==> src/rtl/dbd_pkg.sv <==
// dbd_pkg: shared types, widths and register codes of the detection box decoder
// used by every file of the block; depends on nothing

package dbd_pkg;

  // fixed-point formats
  localparam int VALUE_BITS = 24;                 // tensor element, signed Q11.12
  localparam int FRAC_BITS  = 12;
  localparam int COORD_BITS = 23;                 // unsigned Q11.12 results
  localparam int CLASS_BITS = 8;
  localparam int INV_BITS   = 20;                 // inverse scale, unsigned Q8.12
  localparam int DIM_BITS   = 11;                 // image size in pixels
  localparam int THR_BITS   = 13;

  // arithmetic widths
  localparam int DIFF_W  = VALUE_BITS + 3;        // 2*cx - w - 2*pad
  localparam int PROD_XW = DIFF_W + INV_BITS + 1; // corner product
  localparam int PROD_WW = VALUE_BITS + INV_BITS + 1;
  localparam int SIZE_W  = PROD_WW + 1 - FRAC_BITS;

  localparam int MAX_CLASSES_DEF = 128;

  // configuration port
  localparam int CFG_IDX_W  = 3;
  localparam int CFG_DATA_W = 24;
  localparam logic [CFG_IDX_W-1:0] REG_CLASS_COUNT     = 3'd0;
  localparam logic [CFG_IDX_W-1:0] REG_SCORE_THRESHOLD = 3'd1;
  localparam logic [CFG_IDX_W-1:0] REG_PAD_LEFT        = 3'd2;
  localparam logic [CFG_IDX_W-1:0] REG_PAD_TOP         = 3'd3;
  localparam logic [CFG_IDX_W-1:0] REG_INVERSE_SCALE   = 3'd4;
  localparam logic [CFG_IDX_W-1:0] REG_IMAGE_WIDTH     = 3'd5;
  localparam logic [CFG_IDX_W-1:0] REG_IMAGE_HEIGHT    = 3'd6;

  // one finished row: raw box and best class
  typedef struct packed {
    logic signed [VALUE_BITS-1:0] cx;
    logic signed [VALUE_BITS-1:0] cy;
    logic signed [VALUE_BITS-1:0] w;
    logic signed [VALUE_BITS-1:0] h;
    logic [COORD_BITS-1:0]        conf;
    logic [CLASS_BITS-1:0]        cls;
  } row_t;

  // scaled products before rounding
  typedef struct packed {
    logic signed [PROD_XW-1:0] px;
    logic signed [PROD_XW-1:0] py;
    logic signed [PROD_WW-1:0] pw;
    logic signed [PROD_WW-1:0] ph;
    logic [COORD_BITS-1:0]     conf;
    logic [CLASS_BITS-1:0]     cls;
  } prod_t;

  // rounded and clamped corner, rounded size
  typedef struct packed {
    logic [COORD_BITS-1:0]    x;
    logic [COORD_BITS-1:0]    y;
    logic signed [SIZE_W-1:0] sw;
    logic signed [SIZE_W-1:0] sh;
    logic [COORD_BITS-1:0]    conf;
    logic [CLASS_BITS-1:0]    cls;
  } clip_t;

  // result box
  typedef struct packed {
    logic [COORD_BITS-1:0] conf;
    logic [CLASS_BITS-1:0] cls;
    logic [COORD_BITS-1:0] bh;
    logic [COORD_BITS-1:0] bw;
    logic [COORD_BITS-1:0] top;
    logic [COORD_BITS-1:0] left;
  } box_t;

endpackage

==> src/rtl/dbd_row.sv <==
// dbd_row: row position counter, box value capture and running best class
// depends on dbd_pkg

module dbd_row #(
  parameter int MAX_CLASSES = dbd_pkg::MAX_CLASSES_DEF
) (
  input  logic                                  clk,
  input  logic                                  rst_n,
  input  logic                                  in_valid,
  output logic                                  in_ready,
  input  logic signed [dbd_pkg::VALUE_BITS-1:0] in_value,
  input  logic [dbd_pkg::CLASS_BITS-1:0]        class_count,
  input  logic [dbd_pkg::THR_BITS-1:0]          score_threshold,
  output logic                                  row_valid,
  input  logic                                  row_ready,
  output dbd_pkg::row_t                         row
);

  localparam int POS_W    = $clog2(MAX_CLASSES + 4);
  localparam int LAST_MAX = MAX_CLASSES + 3;
  localparam int VB       = dbd_pkg::VALUE_BITS;

  logic [POS_W-1:0]                  pos_r;
  logic [POS_W-1:0]                  pos_nxt;
  logic [POS_W-1:0]                  last;
  logic signed [VB-1:0]              best_r;
  logic signed [VB-1:0]              best_sel;
  logic [dbd_pkg::CLASS_BITS-1:0]    idx_r;
  logic [dbd_pkg::CLASS_BITS-1:0]    idx_sel;
  logic signed [VB-1:0]              cx_r, cy_r, w_r, h_r;
  logic                              row_valid_r;
  dbd_pkg::row_t                     row_r;
  logic                              at_end;
  logic                              in_box;
  logic                              better;
  logic                              keep;
  logic                              acc;

  // last position of the row, class count limited to 1..MAX_CLASSES
  always_comb begin
    if (class_count == '0) begin
      last = POS_W'(4);
    end else if (32'(class_count) > MAX_CLASSES) begin
      last = POS_W'(LAST_MAX);
    end else begin
      last = POS_W'(class_count) + POS_W'(3);
    end
  end

  assign at_end   = (pos_r >= last);
  assign in_box   = (pos_r < POS_W'(4));
  assign better   = (in_value > best_r);
  assign best_sel = better ? in_value : best_r;
  assign idx_sel  = better ? dbd_pkg::CLASS_BITS'(pos_r - POS_W'(4)) : idx_r;
  assign keep     = (best_sel >= $signed(VB'(score_threshold)));

  // only a row end needs room downstream
  assign in_ready = !at_end || !row_valid_r || row_ready;
  assign acc      = in_valid && in_ready;
  assign pos_nxt  = at_end ? '0 : pos_r + POS_W'(1);

  always_ff @(posedge clk) begin
    if (!rst_n) begin
      pos_r       <= '0;
      best_r      <= '0;
      idx_r       <= '1;
      cx_r        <= '0;
      cy_r        <= '0;
      w_r         <= '0;
      h_r         <= '0;
      row_valid_r <= 1'b0;
    end else begin
      if (row_ready) begin
        row_valid_r <= 1'b0;
      end
      if (acc) begin
        pos_r <= pos_nxt;
        if (in_box) begin
          unique case (pos_r[1:0])
            2'd0: cx_r <= in_value;
            2'd1: cy_r <= in_value;
            2'd2: w_r  <= in_value;
            default: h_r <= in_value;
          endcase
        end else if (at_end) begin
          best_r      <= '0;
          idx_r       <= '1;
          row_valid_r <= keep;
        end else begin
          best_r <= best_sel;
          idx_r  <= idx_sel;
        end
      end
    end
  end

  always_ff @(posedge clk) begin
    if (acc && at_end) begin
      row_r.cx   <= cx_r;
      row_r.cy   <= cy_r;
      row_r.w    <= w_r;
      row_r.h    <= h_r;
      row_r.conf <= best_sel[dbd_pkg::COORD_BITS-1:0];
      row_r.cls  <= idx_sel;
    end
  end

  assign row_valid = row_valid_r;
  assign row       = row_r;

  a_pos_bound: assert property (@(posedge clk) disable iff (!rst_n)
    pos_r <= POS_W'(LAST_MAX))
    else $error("row position beyond last score");

  a_end_clears: assert property (@(posedge clk) disable iff (!rst_n)
    (acc && at_end) |=> (pos_r == '0 && idx_r == '1 && best_r == '0))
    else $error("row state not cleared after row end");

endmodule

==> config.mk <==
export PLATFORM = sky130hd
export DESIGN_NAME = dbd_row
export DESIGN_NICKNAME = d
export VERILOG_FILES = /design/src/rtl/dbd_pkg.sv /design/src/rtl/dbd_row.sv
export SDC_FILE = /design/constraint.sdc
export NUM_CORES = 1
export LEC_CHECK = 0
export ABC_AREA = 1
export ABC_CLOCK_PERIOD_IN_PS = 11190
export BUFFER_PORTS_ARGS = -buffer_cell sky130_fd_sc_hd__buf_2
export CORE_ASPECT_RATIO = 0.8
export CORE_MARGIN = 1.5
export CORE_UTILIZATION = 50
export DETAILED_ROUTE_END_ITERATION = 8
export GPL_ROUTABILITY_DRIVEN = 0
export PLACE_DENSITY = 0.72
export SLEW_MARGIN = 5
export SYNTH_ARGS = -nofsm -noshare
export SYNTH_HDL_FRONTEND = slang
export SYNTH_SLANG_ARGS = --single-unit
==> constraint.sdc <==
create_clock -name clk -period 11.19 [get_ports clk]
set_input_delay 1.6785 -clock clk [delete_from_list [all_inputs] [get_ports clk]]
set_output_delay 1.6785 -clock clk [all_outputs]
set_load 0.01 [all_outputs]
==> flow_metrics.py <==
metrics = {
    "outcome": {
        "status": "completed",
    },
    "cells_and_area": {
        "fin_util_pct": 60.6,
        "layout-drive-gt1-share_pct": 18.4,
        "num_antenna_cells": 0,
        "syn_to_final_growth_pct": 17.8,
        "nets": 1366,
        "layoutNonFillerInstCount": 1553,
    },
    "worst_setup_path": {
        "cp_slowest_cell": "inv_1",
        "worstSetupPathDepth": 24,
        "path_max_fanout": 30,
        "rr_startpoint": "best_r[23]",
        "cp-startpoint": "in_value[23]",
        "cp.required_ps": 11560,
        "rrSetupSlack_ps": 6450,
        "r2r_cells": 24,
        "crit_type": "in -> reg",
        "path_buf_inv": 2,
        "slowest_delay_ps": 750,
        "crit_top_cell": "nand2_1",
        "worstPathArrival_ps": 6090,
        "crit_family": "simple AND/OR/NAND/NOR gates",
        "cp_cell_sequence": "buf_2, ha_1, a21oi_1, o21ai_0, nor2_1, nand3_1, nand2_1, nand3_2, inv_1, o21ai_0, ha_1, nand2_1, nor2_1, and2_1, nor2_1, nand3_1, nand2_1, nand2_1, a21oi_1, nand3_1, nor2_1, nand3_1, nand2_1, a21oi_1",
        "worstSetupEndpointType": "flop",
        "cp-start-kind": "primary input",
    },
    "placed_design": {
        "port_buffers": 177,
        "pre_cts_ws_ps": 4990,
        "dpl.cell_count": 1505,
        "dp_hpwl_um": 17100,
    },
    "timing": {
        "relSlewSlack_pct": 22.5,
        "worstMarginPinSlew_ps": 1160,
        "fin_ws_ps": 5470,
        "slew_violations": 0,
        "setup_viol": 0,
        "hold_viol_final": 0,
        "finalCritPeriodShare_pct": 51.1,
        "tns_ps": 0,
        "fin_crit_ps": 5720,
        "holdWs_ps": 418,
        "rsz0062_at_grt": "false",
        "clock_skew_ps": 21.1,
        "fmax_ghz": 0.175,
    },
    "synthesis": {
        "syn_inst": 1103,
        "yosysTopAreaCell": "edfxtp_1",
        "syn-mean-instance-area_um2": 9.74,
        "ys_async_sr_fraction_pct": 0,
        "ys_seq_area_share_pct": 61.0,
        "ys_ff_latch": 264,
        "synth_top_cells_by_area": "edfxtp_1 35%, dfxtp_1 26%, nand2_1 7.8%",
        "netlist_area_um2": 10700,
        "synth_ff_type": "dfxtp_1",
        "synth_edf_count": 127,
        "yosysTopAreaCellShare_pct": 35.5,
        "ys_types": 34,
        "synthesis.nets": 1205,
        "yosys_warnings": 0,
    },
    "routing": {
        "ant_nets": 0,
        "drtIter0Drc": 590,
        "num_vias": 8120,
        "drt-pass1-iter-count": 7,
        "routed_wl_um": 25200,
        "drt-vias-per-instance": 5.23,
        "drc": 0,
        "wire_per_inst_um": 16.2,
    },
    "floorplan": {
        "dieWidth_um": 167,
        "die_area_um2": 22400,
        "fp.dieH_um": 134,
        "ios": 178,
        "start_util_pct": 51.5,
        "core_um2": 20900,
        "rows": 47,
    },
    "clock_tree": {
        "cts_root_buf": "clkbuf_16",
        "cts.repair.resized": 0,
        "cts_tree": "yes",
        "cts.sinks": 264,
        "htree_num_levels": 1,
        "clock_latency_ps": 530,
        "clkTransAtPathRegs_ps": 60,
        "numCtsBuffers": 26,
        "postCtsHoldBufs": 0,
        "clockBufferDepth": 3,
        "post_cts_buffers": 0,
    },
    "power": {
        "p_leak_nw": 5.20,
        "cellPowerDensity_nw_per_um2": 167,
        "irDropWorstVdd_mv": 0.105,
    },
    "grt": {
        "grt_pass1_vias": 7492,
        "grt_start_max_net_pins": 86,
        "grt_pass1_wl_um": 39400,
        "grt-ovfl-total": 0,
        "antenna_found_initial": 0,
        "grt_usage_pct": 22.3,
    },
    "hold_path": {
        "worstHoldStart": "cx_r[13]",
        "hold_class": "reg -> reg",
        "whs_path_depth": 0,
    },
    "flow_run": {
        "cap_viol_max_count": 0,
    },
}
-- cell type report --
| type | count | area [um2] |
|---|---|---|
| flip-flops and latches | 264 | 6560 |
| repair buffers | 181 | 916 |
| multi-input cells | 667 | 3470 |
| fillers | 1746 | 8220 |
| inverters | 124 | 468 |
| clock inverters | 9 | 135 |
| well taps | 269 | 337 |
| clock buffers | 39 | 769 |
-- logic make-up (layout without fill, tap and decap cells) --
logic type      after synthesis  in the layout  synth area share (%)
compound gates              212            212                  10.2
xor+xnor                      4              4                 0.326
fa+ha+maj                    53             53                  6.17
buf+inv                     172            353                  6.64
flops                       264            264                  61.0
simple gates                398            398                  15.6
-- sequential cells by signal (all words and copies together) (netlist names) --
signal / flops
pos_r: 8
idx_r: 8
row_valid: 1
cy_r: 24
best_r: 24
cx_r: 24
row: 127
w_r: 24
h_r: 24
-- path summary, 6_finish.rpt --
| path | endpoint |
|---|---|
| min reg2reg | row[116] |
| max reg2reg | row_valid |
| max | row_valid |
| min | row[116] |
-- metal layers --
| metal | up-vias | GRT usage [%] | part of all wire, % |
|---|---|---|---|
| li1 | 4010 | - | - |
| met1 | 3787 | 31.9 | 46 |
| met2 | 291 | 35.6 | 45 |
| met3 | 32 | 4.16 | 7.4 |
| met4 | 0 | 4.60 | 1.4 |
| met5 | - | 0 | 0 |
-- worst reg2reg max path, stage by stage (launching register included) --
cell	delay, ps
dfxtp_1	320
inv_1	60
ha_1	360
a21oi_1	170
o21ai_0	110
nor2_1	220
nand3_1	130
nand2_1	90
nand3_2	360
inv_1	750
o21ai_0	350
ha_1	380
nand2_1	90
nor2_1	50
and2_1	150
nor2_1	100
nand3_1	130
nand2_1	80
nand2_1	50
a21oi_1	240
nand3_1	110
nor2_1	110
nand3_1	80
nand2_1	70
a21oi_1	60
-- cells in the mapped netlist, drive strengths merged, types with 2 or more instances --
cell	number
xnor2	2
a21oi	143
nor3	8
buf	22
dfxtp	137
ha	53
edfxtp	127
a211oi	4
inv	124
o22ai	8
nor2	83
nand4	8
nand3	68
clkbuf	26
o21ai	53
xor2	2
nand2	226
-- through the flow --
stage / power (mW) / instance area (um2)
floorplan: 1.17 / 10700
CTS: 2.12 / 12700
global route: 2.18 / 12700
finish: 2.11 / 12700
detailed placement: 1.22 / 11800
global placement: 1.22 / 11800
-- where the power goes --
part / leakage, nW / internal (mW) / switching (mW) / total [mW]
sequential: 2.28 / 1.04 / 0.0104 / 1.05
clock: 0.444 / 0.545 / 0.360 / 0.905
combinational: 2.48 / 0.0488 / 0.111 / 0.160
-- cell usage in the layout, fill, tap and decap left out, types with 2 or more instances in the layout --
| cell type | count |
|---|---|
| a211oi_1 | 3 |
| a21oi_1 | 143 |
| buf_2 | 177 |
| buf_4 | 4 |
| bufinv_16 | 3 |
| clkbuf_1 | 6 |
| clkbuf_16 | 26 |
| clkbuf_8 | 7 |
| clkinv_1 | 2 |
| clkinv_2 | 2 |
| dfxtp_1 | 137 |
| edfxtp_1 | 127 |
| ha_1 | 53 |
| inv_1 | 120 |
| inv_2 | 3 |
| nand2_1 | 222 |
| nand2_2 | 2 |
| nand2_4 | 2 |
| nand3_1 | 66 |
| nand3_2 | 2 |
| nand4_1 | 8 |
| nor2_1 | 82 |
| nor3_1 | 8 |
| o21ai_0 | 53 |
| o22ai_1 | 8 |
| xnor2_1 | 2 |
| xor2_1 | 2 |
Note: power is estimated with default switching activity, not from simulation.
