[src/rtl/dbd_pkg.sv]
// dbd_pkg: shared types, widths and register codes of the detection box decoder
// used by every file of the block; depends on nothing

package dbd_pkg;

  // fixed-point formats
  localparam int VALUE_BITS = 24;                 // tensor element, signed Q11.12
  localparam int FRAC_BITS  = 12;
  localparam int COORD_BITS = 23;                 // unsigned Q11.12 results
  localparam int CLASS_BITS = 8;
  localparam int INV_BITS   = 20;                 // inverse scale, unsigned Q8.12
  localparam int DIM_BITS   = 11;                 // image size in pixels
  localparam int THR_BITS   = 13;

  // arithmetic widths
  localparam int DIFF_W  = VALUE_BITS + 3;        // 2*cx - w - 2*pad
  localparam int PROD_XW = DIFF_W + INV_BITS + 1; // corner product
  localparam int PROD_WW = VALUE_BITS + INV_BITS + 1;
  localparam int SIZE_W  = PROD_WW + 1 - FRAC_BITS;

  localparam int MAX_CLASSES_DEF = 128;

  // configuration port
  localparam int CFG_IDX_W  = 3;
  localparam int CFG_DATA_W = 24;
  localparam logic [CFG_IDX_W-1:0] REG_CLASS_COUNT     = 3'd0;
  localparam logic [CFG_IDX_W-1:0] REG_SCORE_THRESHOLD = 3'd1;
  localparam logic [CFG_IDX_W-1:0] REG_PAD_LEFT        = 3'd2;
  localparam logic [CFG_IDX_W-1:0] REG_PAD_TOP         = 3'd3;
  localparam logic [CFG_IDX_W-1:0] REG_INVERSE_SCALE   = 3'd4;
  localparam logic [CFG_IDX_W-1:0] REG_IMAGE_WIDTH     = 3'd5;
  localparam logic [CFG_IDX_W-1:0] REG_IMAGE_HEIGHT    = 3'd6;

  // one finished row: raw box and best class
  typedef struct packed {
    logic signed [VALUE_BITS-1:0] cx;
    logic signed [VALUE_BITS-1:0] cy;
    logic signed [VALUE_BITS-1:0] w;
    logic signed [VALUE_BITS-1:0] h;
    logic [COORD_BITS-1:0]        conf;
    logic [CLASS_BITS-1:0]        cls;
  } row_t;

  // scaled products before rounding
  typedef struct packed {
    logic signed [PROD_XW-1:0] px;
    logic signed [PROD_XW-1:0] py;
    logic signed [PROD_WW-1:0] pw;
    logic signed [PROD_WW-1:0] ph;
    logic [COORD_BITS-1:0]     conf;
    logic [CLASS_BITS-1:0]     cls;
  } prod_t;

  // rounded and clamped corner, rounded size
  typedef struct packed {
    logic [COORD_BITS-1:0]    x;
    logic [COORD_BITS-1:0]    y;
    logic signed [SIZE_W-1:0] sw;
    logic signed [SIZE_W-1:0] sh;
    logic [COORD_BITS-1:0]    conf;
    logic [CLASS_BITS-1:0]    cls;
  } clip_t;

  // result box
  typedef struct packed {
    logic [COORD_BITS-1:0] conf;
    logic [CLASS_BITS-1:0] cls;
    logic [COORD_BITS-1:0] bh;
    logic [COORD_BITS-1:0] bw;
    logic [COORD_BITS-1:0] top;
    logic [COORD_BITS-1:0] left;
  } box_t;

endpackage

[src/rtl/dbd_clip.sv]
// dbd_clip: rounding, clamp to image, size limit and result register
// depends on dbd_pkg

module dbd_clip (
  input  logic                           clk,
  input  logic                           rst_n,
  input  logic                           prod_valid,
  output logic                           prod_ready,
  input  dbd_pkg::prod_t                 prod,
  input  logic [dbd_pkg::DIM_BITS-1:0]   image_width,
  input  logic [dbd_pkg::DIM_BITS-1:0]   image_height,
  output logic                           box_valid,
  input  logic                           box_ready,
  output dbd_pkg::box_t                  box
);

  localparam int PXW = dbd_pkg::PROD_XW;
  localparam int PWW = dbd_pkg::PROD_WW;
  localparam int SW  = dbd_pkg::SIZE_W;
  localparam int CB  = dbd_pkg::COORD_BITS;
  localparam int FB  = dbd_pkg::FRAC_BITS;

  logic [CB-1:0]         wmax, hmax;
  logic signed [PXW:0]   xsum, ysum, xr, yr, wmax_s, hmax_s;
  logic signed [PWW:0]   wsum, hsum, swr, shr;
  logic [CB-1:0]         x_c, y_c;
  logic                  s3_valid_r;
  dbd_pkg::clip_t        s3_r;
  logic                  out_ready;
  logic [CB-1:0]         lim_w, lim_h;
  logic                  w_cut, h_cut, emit;
  logic                  box_valid_r;
  dbd_pkg::box_t         box_r;

  assign wmax   = {image_width, FB'(0)};
  assign hmax   = {image_height, FB'(0)};
  assign wmax_s = $signed((PXW+1)'(wmax));
  assign hmax_s = $signed((PXW+1)'(hmax));

  // corner: round half up out of Q.25, size: out of Q.24
  assign xsum = $signed((PXW+1)'(prod.px)) + $signed((PXW+1)'(1 << FB));
  assign ysum = $signed((PXW+1)'(prod.py)) + $signed((PXW+1)'(1 << FB));
  assign xr   = xsum >>> (FB + 1);
  assign yr   = ysum >>> (FB + 1);
  assign wsum = $signed((PWW+1)'(prod.pw)) + $signed((PWW+1)'(1 << (FB - 1)));
  assign hsum = $signed((PWW+1)'(prod.ph)) + $signed((PWW+1)'(1 << (FB - 1)));
  assign swr  = wsum >>> FB;
  assign shr  = hsum >>> FB;

  always_comb begin
    priority if (xr < 0) begin
      x_c = '0;
    end else if (xr > wmax_s) begin
      x_c = wmax;
    end else begin
      x_c = xr[CB-1:0];
    end
    priority if (yr < 0) begin
      y_c = '0;
    end else if (yr > hmax_s) begin
      y_c = hmax;
    end else begin
      y_c = yr[CB-1:0];
    end
  end

  assign out_ready  = !box_valid_r || box_ready;
  assign prod_ready = !s3_valid_r || out_ready;

  always_ff @(posedge clk) begin
    if (!rst_n) begin
      s3_valid_r <= 1'b0;
    end else if (prod_ready) begin
      s3_valid_r <= prod_valid;
    end
  end

  always_ff @(posedge clk) begin
    if (prod_valid && prod_ready) begin
      s3_r.x    <= x_c;
      s3_r.y    <= y_c;
      s3_r.sw   <= swr[SW-1:0];
      s3_r.sh   <= shr[SW-1:0];
      s3_r.conf <= prod.conf;
      s3_r.cls  <= prod.cls;
    end
  end

  // room left to the image edge, never negative after the clamp
  assign lim_w = wmax - s3_r.x;
  assign lim_h = hmax - s3_r.y;
  assign w_cut = (s3_r.sw > $signed(SW'(lim_w)));
  assign h_cut = (s3_r.sh > $signed(SW'(lim_h)));
  assign emit  = (s3_r.sw > 0) && (lim_w != '0) && (s3_r.sh > 0) && (lim_h != '0);

  always_ff @(posedge clk) begin
    if (!rst_n) begin
      box_valid_r <= 1'b0;
    end else if (out_ready) begin
      box_valid_r <= s3_valid_r && emit;
    end
  end

  always_ff @(posedge clk) begin
    if (out_ready && s3_valid_r) begin
      box_r.left <= s3_r.x;
      box_r.top  <= s3_r.y;
      box_r.bw   <= w_cut ? lim_w : s3_r.sw[CB-1:0];
      box_r.bh   <= h_cut ? lim_h : s3_r.sh[CB-1:0];
      box_r.cls  <= s3_r.cls;
      box_r.conf <= s3_r.conf;
    end
  end

  assign box_valid = box_valid_r;
  assign box       = box_r;

  a_out_from_s3: assert property (@(posedge clk) disable iff (!rst_n)
    $rose(box_valid_r) |-> $past(s3_valid_r))
    else $error("result appeared without a clamped row behind it");

endmodule

[config.mk]
export PLATFORM = sky130hd
export DESIGN_NAME = dbd_clip
export DESIGN_NICKNAME = d
export VERILOG_FILES = /design/src/rtl/dbd_pkg.sv /design/src/rtl/dbd_clip.sv
export SDC_FILE = /design/constraint.sdc
export NUM_CORES = 1
export LEC_CHECK = 0
export BUFFER_PORTS_ARGS = -buffer_cell sky130_fd_sc_hd__buf_2
export CAP_MARGIN = 0
export CORE_MARGIN = 5
export CORE_UTILIZATION = 49
export CTS_CLUSTER_SIZE = 16
export DETAILED_ROUTE_END_ITERATION = 7
export PLACE_DENSITY = 0.77
export SYNTH_ARGS = -nofsm -noshare
export SYNTH_HDL_FRONTEND = slang
export SYNTH_SLANG_ARGS = --single-unit
[constraint.sdc]
create_clock -name clk -period 6.8 [get_ports clk]
set_input_delay 0.68 -clock clk [delete_from_list [all_inputs] [get_ports clk]]
set_output_delay 0.68 -clock clk [all_outputs]
set_load 0.005 [all_outputs]
==> results of run 1 <==
==> metal layers <==
metal	vias to the layer above	GRT usage	part of all wire
met5	-	0	0
met4	0	0.0796	0.036
met3	81	0.0343	0.064
met2	445	0.346	0.47
met1	5596	0.292	0.43
li1	5674	-	-
==> critical path: stages, from the launching register on <==
cell,delay [ns]
edfxtp_1,0.50
nor4_1,0.44
nor4b_2,0.48
a31oi_1,0.16
nor2_1,0.22
a21o_1,0.15
a21oi_1,0.07
xnor2_1,0.43
inv_1,0.09
ha_1,0.29
nand3_1,0.08
nor3_1,0.32
a21oi_1,0.15
maj3_1,0.41
a211oi_4,0.33
buf_4,0.27
mux2_1,0.36
==> per-stage QoR <==
| step | instance area [um^2] | hold slack, ns | util | total power, uW | instances |
|---|---|---|---|---|---|
| 6_report | 18400 | 0.319 | 0.600 | 4180 | 2100 |
| 2_1_floorplan | 15300 | 0.400 | - | 2350 | 1335 |
| 4_1_cts | 18400 | 0.289 | 0.600 | 4200 | 2097 |
| 3_3_place_gp | 17500 | 0.401 | 0.568 | 2580 | 2046 |
| 3_5_place_dp | 17500 | 0.405 | 0.568 | 2600 | 2046 |
| 5_1_grt | 18400 | 0.294 | 0.600 | 4360 | 2100 |
==> synthesized netlist by cell type (2+ instances only) <==
master       n
buf_2        6
nand2_1    103
o21ai_0     23
a21o_1      24
and2_1      12
nand3b_1     3
o21a_1       6
nand4b_1     5
o2bb2ai_1    2
nand4_1     45
a41oi_1      2
and4b_1      2
a211oi_1    14
or2_2        2
a21oi_1     34
nor4b_2      2
mux2i_1     44
mux2_2      20
o21bai_1     7
dfxtp_1      2
or3_1        4
o2111ai_1    4
and3_1      28
xnor2_1     94
edfxtp_1   268
clkbuf_1     9
nor2_1      86
or4_1        7
o211ai_1     2
ha_1        92
o22ai_1      3
nand2b_1    11
o31ai_1      8
buf_4        2
a31oi_1      7
inv_1      105
nor4_1      29
nor4b_1      4
and4_1      19
xor2_1      58
nor2b_1     16
nand3_1     64
a221o_1      4
a31o_2       4
nor3_1      24
==> logic make-up after synthesis <==
logic type               Yosys count
AO/OA/AOI/OAI                    160
multiplexers                      65
XOR/XNOR                         153
adder cells (fa/ha/maj)           93
AND/OR/NAND/NOR                  470
buffers and inverters            124
flip-flops                       270
==> flip-flops by register name, indices dropped and copies added (netlist names) <==
name / cells
box: 123
box_valid: 1
s3_valid_r: 1
s3_r: 145
==> power breakdown <==
part | switching (uW) | internal, uW | leakage [uW]
combinational | 345 | 249 | 0.00464
sequential | 44.6 | 1940 | 0.00263
clock | 634 | 968 | 0.000481
total | 1020 | 3150 | 0.00775
==> final cells by class <==
type	instances	share of cell area
multi-input combinational	941	0.368
clock inverter	20	0.0129
antenna	3	0.000407
inverter	105	0.0214
clock buffer	31	0.0397
tap	396	0.0269
sequential	270	0.438
timing repair buffer	334	0.0924
==> path summary, 6_finish.rpt <==
check                                from  endpoint  depth (start not counted)
worst max register to register  s3_r[128]   box[64]                         16
worst min-delay path             prod[14]  s3_r[14]                          1
worst max-delay path            s3_r[128]   box[64]                         16
worst min register to register    s3_r[0]   box[92]                          0
==> out/results.ini, run 1 <==
[clock_network]
cts_root_buffer = clkbuf_16
ctsLongestPathBuffers = 3
htree_num_levels = 1
clk_pin_slew_worst_paths_ns = 0.06
numCtsBuffers = 28
clk_latency_ns = 0.53
hold_buffers = 0
cts_tree = yes
clock-sinks = 270
cts_setup_buffers = 0
postCtsResizedCells = 0

[pwr]
peakVddDrop_v = 0.000165
power.density_mw_per_mm2 = 226
leakage_uw = 0.00775

[setup_path]
required_ns = 7.07
worst_setup_path_start_kind = flip-flop
cp.arrival_ns = 5.27
r2r_setup_slack_ns = 1.81
path_class = flip-flop to flip-flop
cp-end-kind = flip-flop
crit_path_max_fanout = 10

[route]
num_vias = 11800
wl_per_cell_um = 18.7
drtIter0Drc = 840
ant_nets = 0
wl_um = 39200
route.detailed.drc = 0
viasPerCell = 5.62
drt_pass1_iterations = 5

[synthesis]
muxShareOfSynthArea = 0.0441
ys_top_cells_by_area = edfxtp_1 (52%), ha_1 (7.5%), xnor2_1 (5.4%)
synth_xor_area_frac = 0.0882
syn_area_mm2 = 0.0153
synth_seq_cells = 270
synth_compound_area_frac = 0.0718
async_reset_ff_frac = 0
yosysSeqAreaShare = 0.527
synthDistinctLibCells = 70
synth_edf_count = 268
synthCells = 1335
synth-main-ff-cell = edfxtp_1
synth_nets = 1670
syn_avg_cell_area_um2 = 11.5
synth_largest_area_cell = edfxtp_1
yosysWarnings = 0
synthDominantCellAreaShare = 0.524
synth_top_family_by_area = simple AND/OR/NAND/NOR gates
yosys.area_share.adder = 0.0757
synthSimpleGateAreaFrac = 0.161

[grt]
grt_pass1_wl_um = 61500
overflow = 0
grt_usage = 0.213
grt_max_degree = 89
antenna_found_initial = 3
grt_pass1_vias = 11700

[final_layout]
layout.nets = 2015
final_common_cell = buf_2
multi_input_area_mm2 = 0.00679
layout-drive-gt1-share = 0.243
seqCellArea_mm2 = 0.00809
areaGrowthSynthToFinish_pct = 20.2
fillers = 2506
layout_common_cells = buf_2 (321), edfxtp_1 (268), inv_1 (105), nand2_1 (103), xnor2_1 (94)

[timing]
skew_ns = 0.00995
setup_tns_ns = 0
rsz0062_at_grt = no
fin_crit_sh = 0.734
layout_min_cycle_time_ns = 4.99
tightestPinTransition_ns = 1.15
final_hold_viol_count = 0
slew_viol_final = 0
setup_ws_ns = 1.81
relSlewSlack = 0.232
fmax_mhz = 200
setup_violations = 0

[placed_design]
io_buffers = 321
place_hpwl_um = 30700
gp_congestion = 0.918
place_ws_ns = 1.53

[die]
ios = 368
rows = 64
coreArea_mm2 = 0.0307
start_util = 0.499
die_area_mm2 = 0.0350
die_h_um = 187
die_x_um = 187

[job]
cap_violations = 0

[run_status]
status = completed

[hold_path]
hold_path.class = primary input to flip-flop

Power figures use the tool's default switching activity.
==> run 2: changes to the inputs <==
--- a/config.mk
+++ b/config.mk
@@ -8,10 +8,10 @@
 export BUFFER_PORTS_ARGS = -buffer_cell sky130_fd_sc_hd__buf_2
 export CAP_MARGIN = 0
 export CORE_MARGIN = 5
-export CORE_UTILIZATION = 49
+export CORE_UTILIZATION = 53
 export CTS_CLUSTER_SIZE = 16
 export DETAILED_ROUTE_END_ITERATION = 7
-export PLACE_DENSITY = 0.77
+export PLACE_DENSITY = 0.79
 export SYNTH_ARGS = -nofsm -noshare
 export SYNTH_HDL_FRONTEND = slang
 export SYNTH_SLANG_ARGS = --single-unit
==> constraint.sdc (replaced) <==
create_clock -name clk -period 4.7 [get_ports clk]
set_input_delay 0.47 -clock clk [delete_from_list [all_inputs] [get_ports clk]]
set_output_delay 0.47 -clock clk [all_outputs]
set_load 0.005 [all_outputs]
==> out/results.ini, run 2 (synthesized netlist as in run 1, its figures left out) <==
[run_status]
status = completed

[placed_design]
dpl_cell_area_mm2 = 0.0177  ; +1.4%
place_ws_ns = 0.00352  ; -1.53 ns
gp_congestion = 0.925  ; +0.77%
io_buffers = 321  ; unchanged
place_hpwl_um = 30700  ; about the same

[setup_path]
r2r_cells = 18  ; +2
worst_setup_path_start_kind = flip-flop
crit_top_cell = buf_4
endpoint = box[60]
path_class = flip-flop to flip-flop
startpoint = s3_r[123]
crit_path_max_fanout = 11  ; +1
required_ns = 5.05  ; -2.02 ns
r2r_setup_slack_ns = 0.27  ; -1.54 ns
reg2reg_to = box[60]
cp_cell_sequence = inv_1, ha_1, nor4b_1, buf_4, a31oi_1, nor2_1, buf_4, a311o_1, xnor2_1, ha_1, nand3_1, nor3_1, a21oi_1, maj3_1, a211oi_4, buf_12, buf_4, mux2i_1
critPathSlowestCell = edfxtp_1
critical_path.max_stage_delay_ns = 0.45  ; -0.05 ns
r2r-start = s3_r[123]
cp.arrival_ns = 4.78  ; -0.49 ns
cp-end-kind = flip-flop

[timing]
tightestPinTransition_ns = 1.06  ; -0.0932 ns
setup_violations = 0  ; unchanged
skew_ns = 0.0158  ; +0.00586 ns
final_hold_viol_count = 0  ; unchanged
setup_tns_ns = 0  ; unchanged
setup_ws_ns = 0.269  ; -1.54 ns
fmax_mhz = 226  ; +13%
relSlewSlack = 0.293  ; +0.0606
fin_crit_sh = 0.943  ; +0.208
slew_viol_final = 0  ; unchanged
layout_min_cycle_time_ns = 4.43  ; -0.564 ns

[final_layout]
largest_register_ffs = 145  ; unchanged
final_common_cell = buf_2
areaGrowthSynthToFinish_pct = 21.8
fin_area_mm2 = 0.0187  ; +1.3%
layout-drive-gt1-share = 0.258  ; +0.0148
layout.nets = 2046  ; +1.5%
largest_register = s3_r
layout_common_cells = buf_2 (321), edfxtp_1 (268), inv_1 (105), nand2_1 (103)

[clock_network]
cts_setup_buffers = 0  ; unchanged
clk_pin_slew_worst_paths_ns = 0.06  ; about the same
cts_root_buffer = clkbuf_16
numCtsBuffers = 27  ; -3.6%
clk_latency_ns = 0.52  ; about the same
ctsLongestPathBuffers = 3  ; unchanged
hold_buffers = 0  ; unchanged
postCtsResizedCells = 0  ; unchanged
htree_num_levels = 1  ; unchanged
cts_tree = yes
clock-sinks = 270  ; unchanged

[pwr]
peakVddDrop_v = 0.000195  ; +18%
finalPower_uw = 6010  ; +44%
leakage_uw = 0.00790  ; +1.9%
power.density_mw_per_mm2 = 322  ; +42%

[route]
wl_um = 39000  ; -0.42%
drtIter0Drc = 818  ; -2.6%
drt_pass1_iterations = 5  ; unchanged
viasPerCell = 5.60  ; -0.33%
num_vias = 11900  ; +0.47%
route.detailed.drc = 0  ; unchanged
wl_per_cell_um = 18.4  ; -1.2%
ant_nets = 0  ; unchanged

[grt]
busiest_layer = met2
met2_usage = 0.375  ; +0.0290
use_met3 = 0.0295  ; -0.00487
overflow = 0  ; unchanged
grt_max_degree = 57  ; -36%
grt_pass1_vias = 11600  ; -1.5%
grt_usage = 0.228  ; +0.0142
grt_pass1_wl_um = 60600  ; -1.3%
antenna_found_initial = 2  ; -1
grt_util_met1 = 0.323  ; +0.0310

[hold_path]
hold_path.class = primary input to flip-flop

[job]
cap_violations = 0  ; unchanged

[die]
rows = 62  ; -3.1%
start_util = 0.536  ; +0.0370
coreArea_mm2 = 0.0286  ; -6.9%
ios = 368  ; unchanged
die_h_um = 180  ; -3.6%
die_x_um = 180  ; -3.6%
die_area_mm2 = 0.0325  ; -7.2%

==> run 2: cell count changes in the layout (fill, tap and decap cells not counted), sizes merged <==
cell,delta
diode,-1
clkinvlp,+2
clkinv,-4
inv,-1
clkbuf,+1
buf,+32
==> run 2: layout make-up <==
class                   instances  area, um^2
fillers                      2196        9940
well taps                     384         480
repair buffers                366        1970
inverters                     105         394
flip-flops and latches        270        8090
clock inverters                17         230
multi-input cells             941        6820
diodes                          2        5.00
clock buffers                  32         704
==> run 2: critical path: cells and delay by family (launching register included) <==
| family | cells | cell delay [ns] |
|---|---|---|
| muxes | 1 | 0.26 |
| AOI/OAI and AO/OA | 4 | 0.95 |
| buffers and inverters | 5 | 0.77 |
| xor gates and xnor gates | 1 | 0.20 |
| DFF | 1 | 0.45 |
| and+or+nand+nor | 4 | 0.63 |
| adders and majority gates | 3 | 0.98 |
==> run 2: power by group <==
part           leakage [uW]  internal (uW)  switching [uW]
logic               0.00482            397             507
clock network      0.000447           1350             893
registers           0.00263           2800            64.1
==> run 2: how the worst min path moves through the flow <==
stage	startpoint	end	depth (start not counted)
5_1_grt	prod[3]	s3_r[3]	1
3_5_place_dp	s3_r[26]	box[118]	0
3_3_place_gp	s3_r[11]	box[103]	0
2_1_floorplan	s3_r[8]	box[100]	0
6_report	prod[1]	s3_r[1]	1
4_1_cts	prod[4]	s3_r[4]	1
==> run 2: metrics by stage <==
stage               hold slack (ns)  std cells  utilization
finish                        0.125       2117        0.653
global route                  0.103       2117        0.653
CTS                          0.0978       2115        0.652
detailed placement            0.405       2066        0.619
global placement              0.401       2066        0.619
floorplan                     0.400       1335            -
==> run 2: layer usage <==
metal / vias up / wire, um
li1: 5744 / -
met1: 5617 / 17200
met2: 433 / 18400
met3: 58 / 2380
met4: 0 / 982
met5: - / 0
==> run 3: changes to the inputs <==
--- a/config.mk
+++ b/config.mk
@@ -5,13 +5,13 @@
 export SDC_FILE = /design/constraint.sdc
 export NUM_CORES = 1
 export LEC_CHECK = 0
-export BUFFER_PORTS_ARGS = -buffer_cell sky130_fd_sc_hd__buf_2
+export BUFFER_PORTS_ARGS = -buffer_cell sky130_fd_sc_hd__buf_4
 export CAP_MARGIN = 0
 export CORE_MARGIN = 5
 export CORE_UTILIZATION = 53
 export CTS_CLUSTER_SIZE = 16
 export DETAILED_ROUTE_END_ITERATION = 7
-export PLACE_DENSITY = 0.79
+export PLACE_DENSITY = 0.76
 export SYNTH_ARGS = -nofsm -noshare
 export SYNTH_HDL_FRONTEND = slang
 export SYNTH_SLANG_ARGS = --single-unit
==> out/results.ini, run 3 (synthesized netlist as in run 1, its figures left out) <==
[hold_path]
hold_path.class = primary input to flip-flop

[timing]
tightestPinTransition_ns = 1.01  ; -0.0529 ns
skew_ns = 0.0125  ; -0.00329 ns
slew_viol_final = 0  ; unchanged
layout_min_cycle_time_ns = 4.47  ; +0.0360 ns
setup_violations = 0  ; unchanged
hold_slack_ns = 0.113  ; -0.0125 ns
setup_tns_ns = 0  ; unchanged
relSlewSlack = 0.330  ; +0.0367
final_hold_viol_count = 0  ; unchanged
fmax_mhz = 224  ; -0.81%
fin_crit_sh = 0.950  ; +0.00766
rsz0062_at_grt = no

[die]
start_util = 0.536  ; unchanged
die_area_mm2 = 0.0325  ; unchanged
die_h_um = 180  ; unchanged
die_x_um = 180  ; unchanged
rows = 62  ; unchanged
coreArea_mm2 = 0.0286  ; unchanged
ios = 368  ; unchanged

[final_layout]
stdcell_count = 2111  ; -0.28%
layout-drive-gt1-share = 0.255  ; -0.00346
fin_area_mm2 = 0.0195  ; +4.3%
multi_input_area_mm2 = 0.00682  ; about the same
areaGrowthSynthToFinish_pct = 27.0
seqCellArea_mm2 = 0.00809  ; unchanged
final_common_cell = buf_4
layout_common_cells = buf_4 (357), edfxtp_1 (268), inv_1 (105), nand2_1 (103), xnor2_1 (93)
post-route-util = 0.681  ; +0.0282
largest_register = s3_r
largest_register_ffs = 145  ; unchanged
antennaDiodeCount = 0  ; -2
layout.nets = 2040  ; -0.29%
fillers = 2112  ; -3.8%

[route]
wl_met3_um = 3120  ; +31%
wl_met2_um = 18600  ; +0.75%
wl_um = 40200  ; +3.1%
routed.top_layer = met4
viasPerCell = 5.61  ; +0.23%
drtIter0Drc = 861  ; +5.3%
num_vias = 11800  ; -0.051%
drt_pass1_iterations = 5  ; unchanged
wl_met1_um = 17600  ; +1.9%
wl_per_cell_um = 19.1  ; +3.4%
route.detailed.drc = 0  ; unchanged
ant_nets = 0  ; unchanged

[setup_path]
path_buf_inv = 2  ; -3
cp.arrival_ns = 4.74  ; -0.04 ns
path_class = flip-flop to flip-flop
critPathSlowestCell = edfxtp_1
crit_path_max_fanout = 11  ; unchanged
worst_setup_path_start_kind = flip-flop
cp_cell_sequence = nor4_2, nor4b_4, a31oi_1, nor2_1, a21o_1, a21oi_1, xnor2_2, inv_1, ha_1, nand3_1, nor3_1, a21oi_1, maj3_1, a211oi_4, buf_12, mux2_2
cp-end-kind = flip-flop
crit_top_cell = a21oi_1
worst_path_dominant_cell_family = simple AND/OR/NAND/NOR gates
required_ns = 4.97  ; -0.08 ns
critical_path.max_stage_delay_ns = 0.44  ; about the same

[clock_network]
clock-sinks = 270  ; unchanged
hold_buffers = 0  ; unchanged
clk_pin_slew_worst_paths_ns = 0.06  ; about the same
cts_root_buffer = clkbuf_16
ctsLongestPathBuffers = 3  ; unchanged
clk_latency_ns = 0.53  ; about the same
htree_num_levels = 1  ; unchanged
numCtsBuffers = 28  ; +3.7%
cts_tree = yes

[grt]
antenna_found_initial = 0  ; -2
grt_pass1_vias = 11600  ; +0.052%
grt_pass1_wl_um = 62600  ; +3.2%
overflow = 0  ; unchanged
grt_usage = 0.237  ; +0.00970
grt_max_degree = 124  ; +120%

[placed_design]
place_hpwl_um = 31500  ; +2.5%
dpl_cell_area_mm2 = 0.0185  ; +4.2%
gp_congestion = 0.943  ; +1.9%
placed_cells = 2058  ; -0.39%
io_buffers = 321  ; unchanged

[pwr]
power.density_mw_per_mm2 = 317  ; -1.4%
peakVddDrop_v = 0.000258  ; +32%
leakage_uw = 0.00817  ; +3.4%

[run_status]
status = completed

[job]
cap_violations = 0  ; unchanged

run 3: cell types whose count changed in the layout (fill, tap and decap cells not counted), moves of 2 or more:
| cell | change |
|---|---|
| clkbuf_16 | +2 |
| clkinv_4 | -2 |
| diode_2 | -2 |
| buf_4 | +314 |
| clkbuf_8 | +2 |
| buf_2 | -321 |
run 3: repair_timing:
item                                   4_1_cts  5_1_grt
setup endpoints to repair                    0       28
endpoints found under the hold margin        0        0
resized for setup                            0        4
buffers inserted                             0        1
run 3: report_power, final:
group	leakage (uW)	switching, uW	internal (uW)
Combinational	0.00506	502	457
Clock	0.000480	906	1450
Sequential	0.00263	67.8	2800
run 3: area by class of cell:
| type | count | area share |
|---|---|---|
| timing repair buffer | 359 | 0.140 |
| clock inverter | 15 | 0.0107 |
| multi-input combinational | 941 | 0.350 |
| inverter | 105 | 0.0202 |
| tap | 384 | 0.0246 |
| sequential | 270 | 0.415 |
| clock buffer | 37 | 0.0403 |
run 3: routing by layer:
layer / global-route usage / vias up
met5: 0 / -
met4: 0.0581 / 0
met3: 0.0412 / 58
met2: 0.384 / 472
met1: 0.337 / 5599
li1: - / 5717
run 3: path summary, 6_finish.rpt:
path	start	to	slack, ns	cells past startpoint
worst max-delay path	s3_r[130]	box[61]	0.23	16
worst min-delay path	prod[4]	s3_r[4]	0.11	1
worst max register to register	s3_r[130]	box[61]	0.23	16
worst min register to register	s3_r[20]	box[112]	0.42	0
run 3: metrics by stage:
step | power (uW) | worst slack (ns)
3_5_place_dp | 3860 | 0.0369
3_3_place_gp | 3830 | 0.173
2_1_floorplan | 3400 | 0.200
5_1_grt | 6420 | 0.00496
6_report | 6180 | 0.233
4_1_cts | 6210 | 0.0707
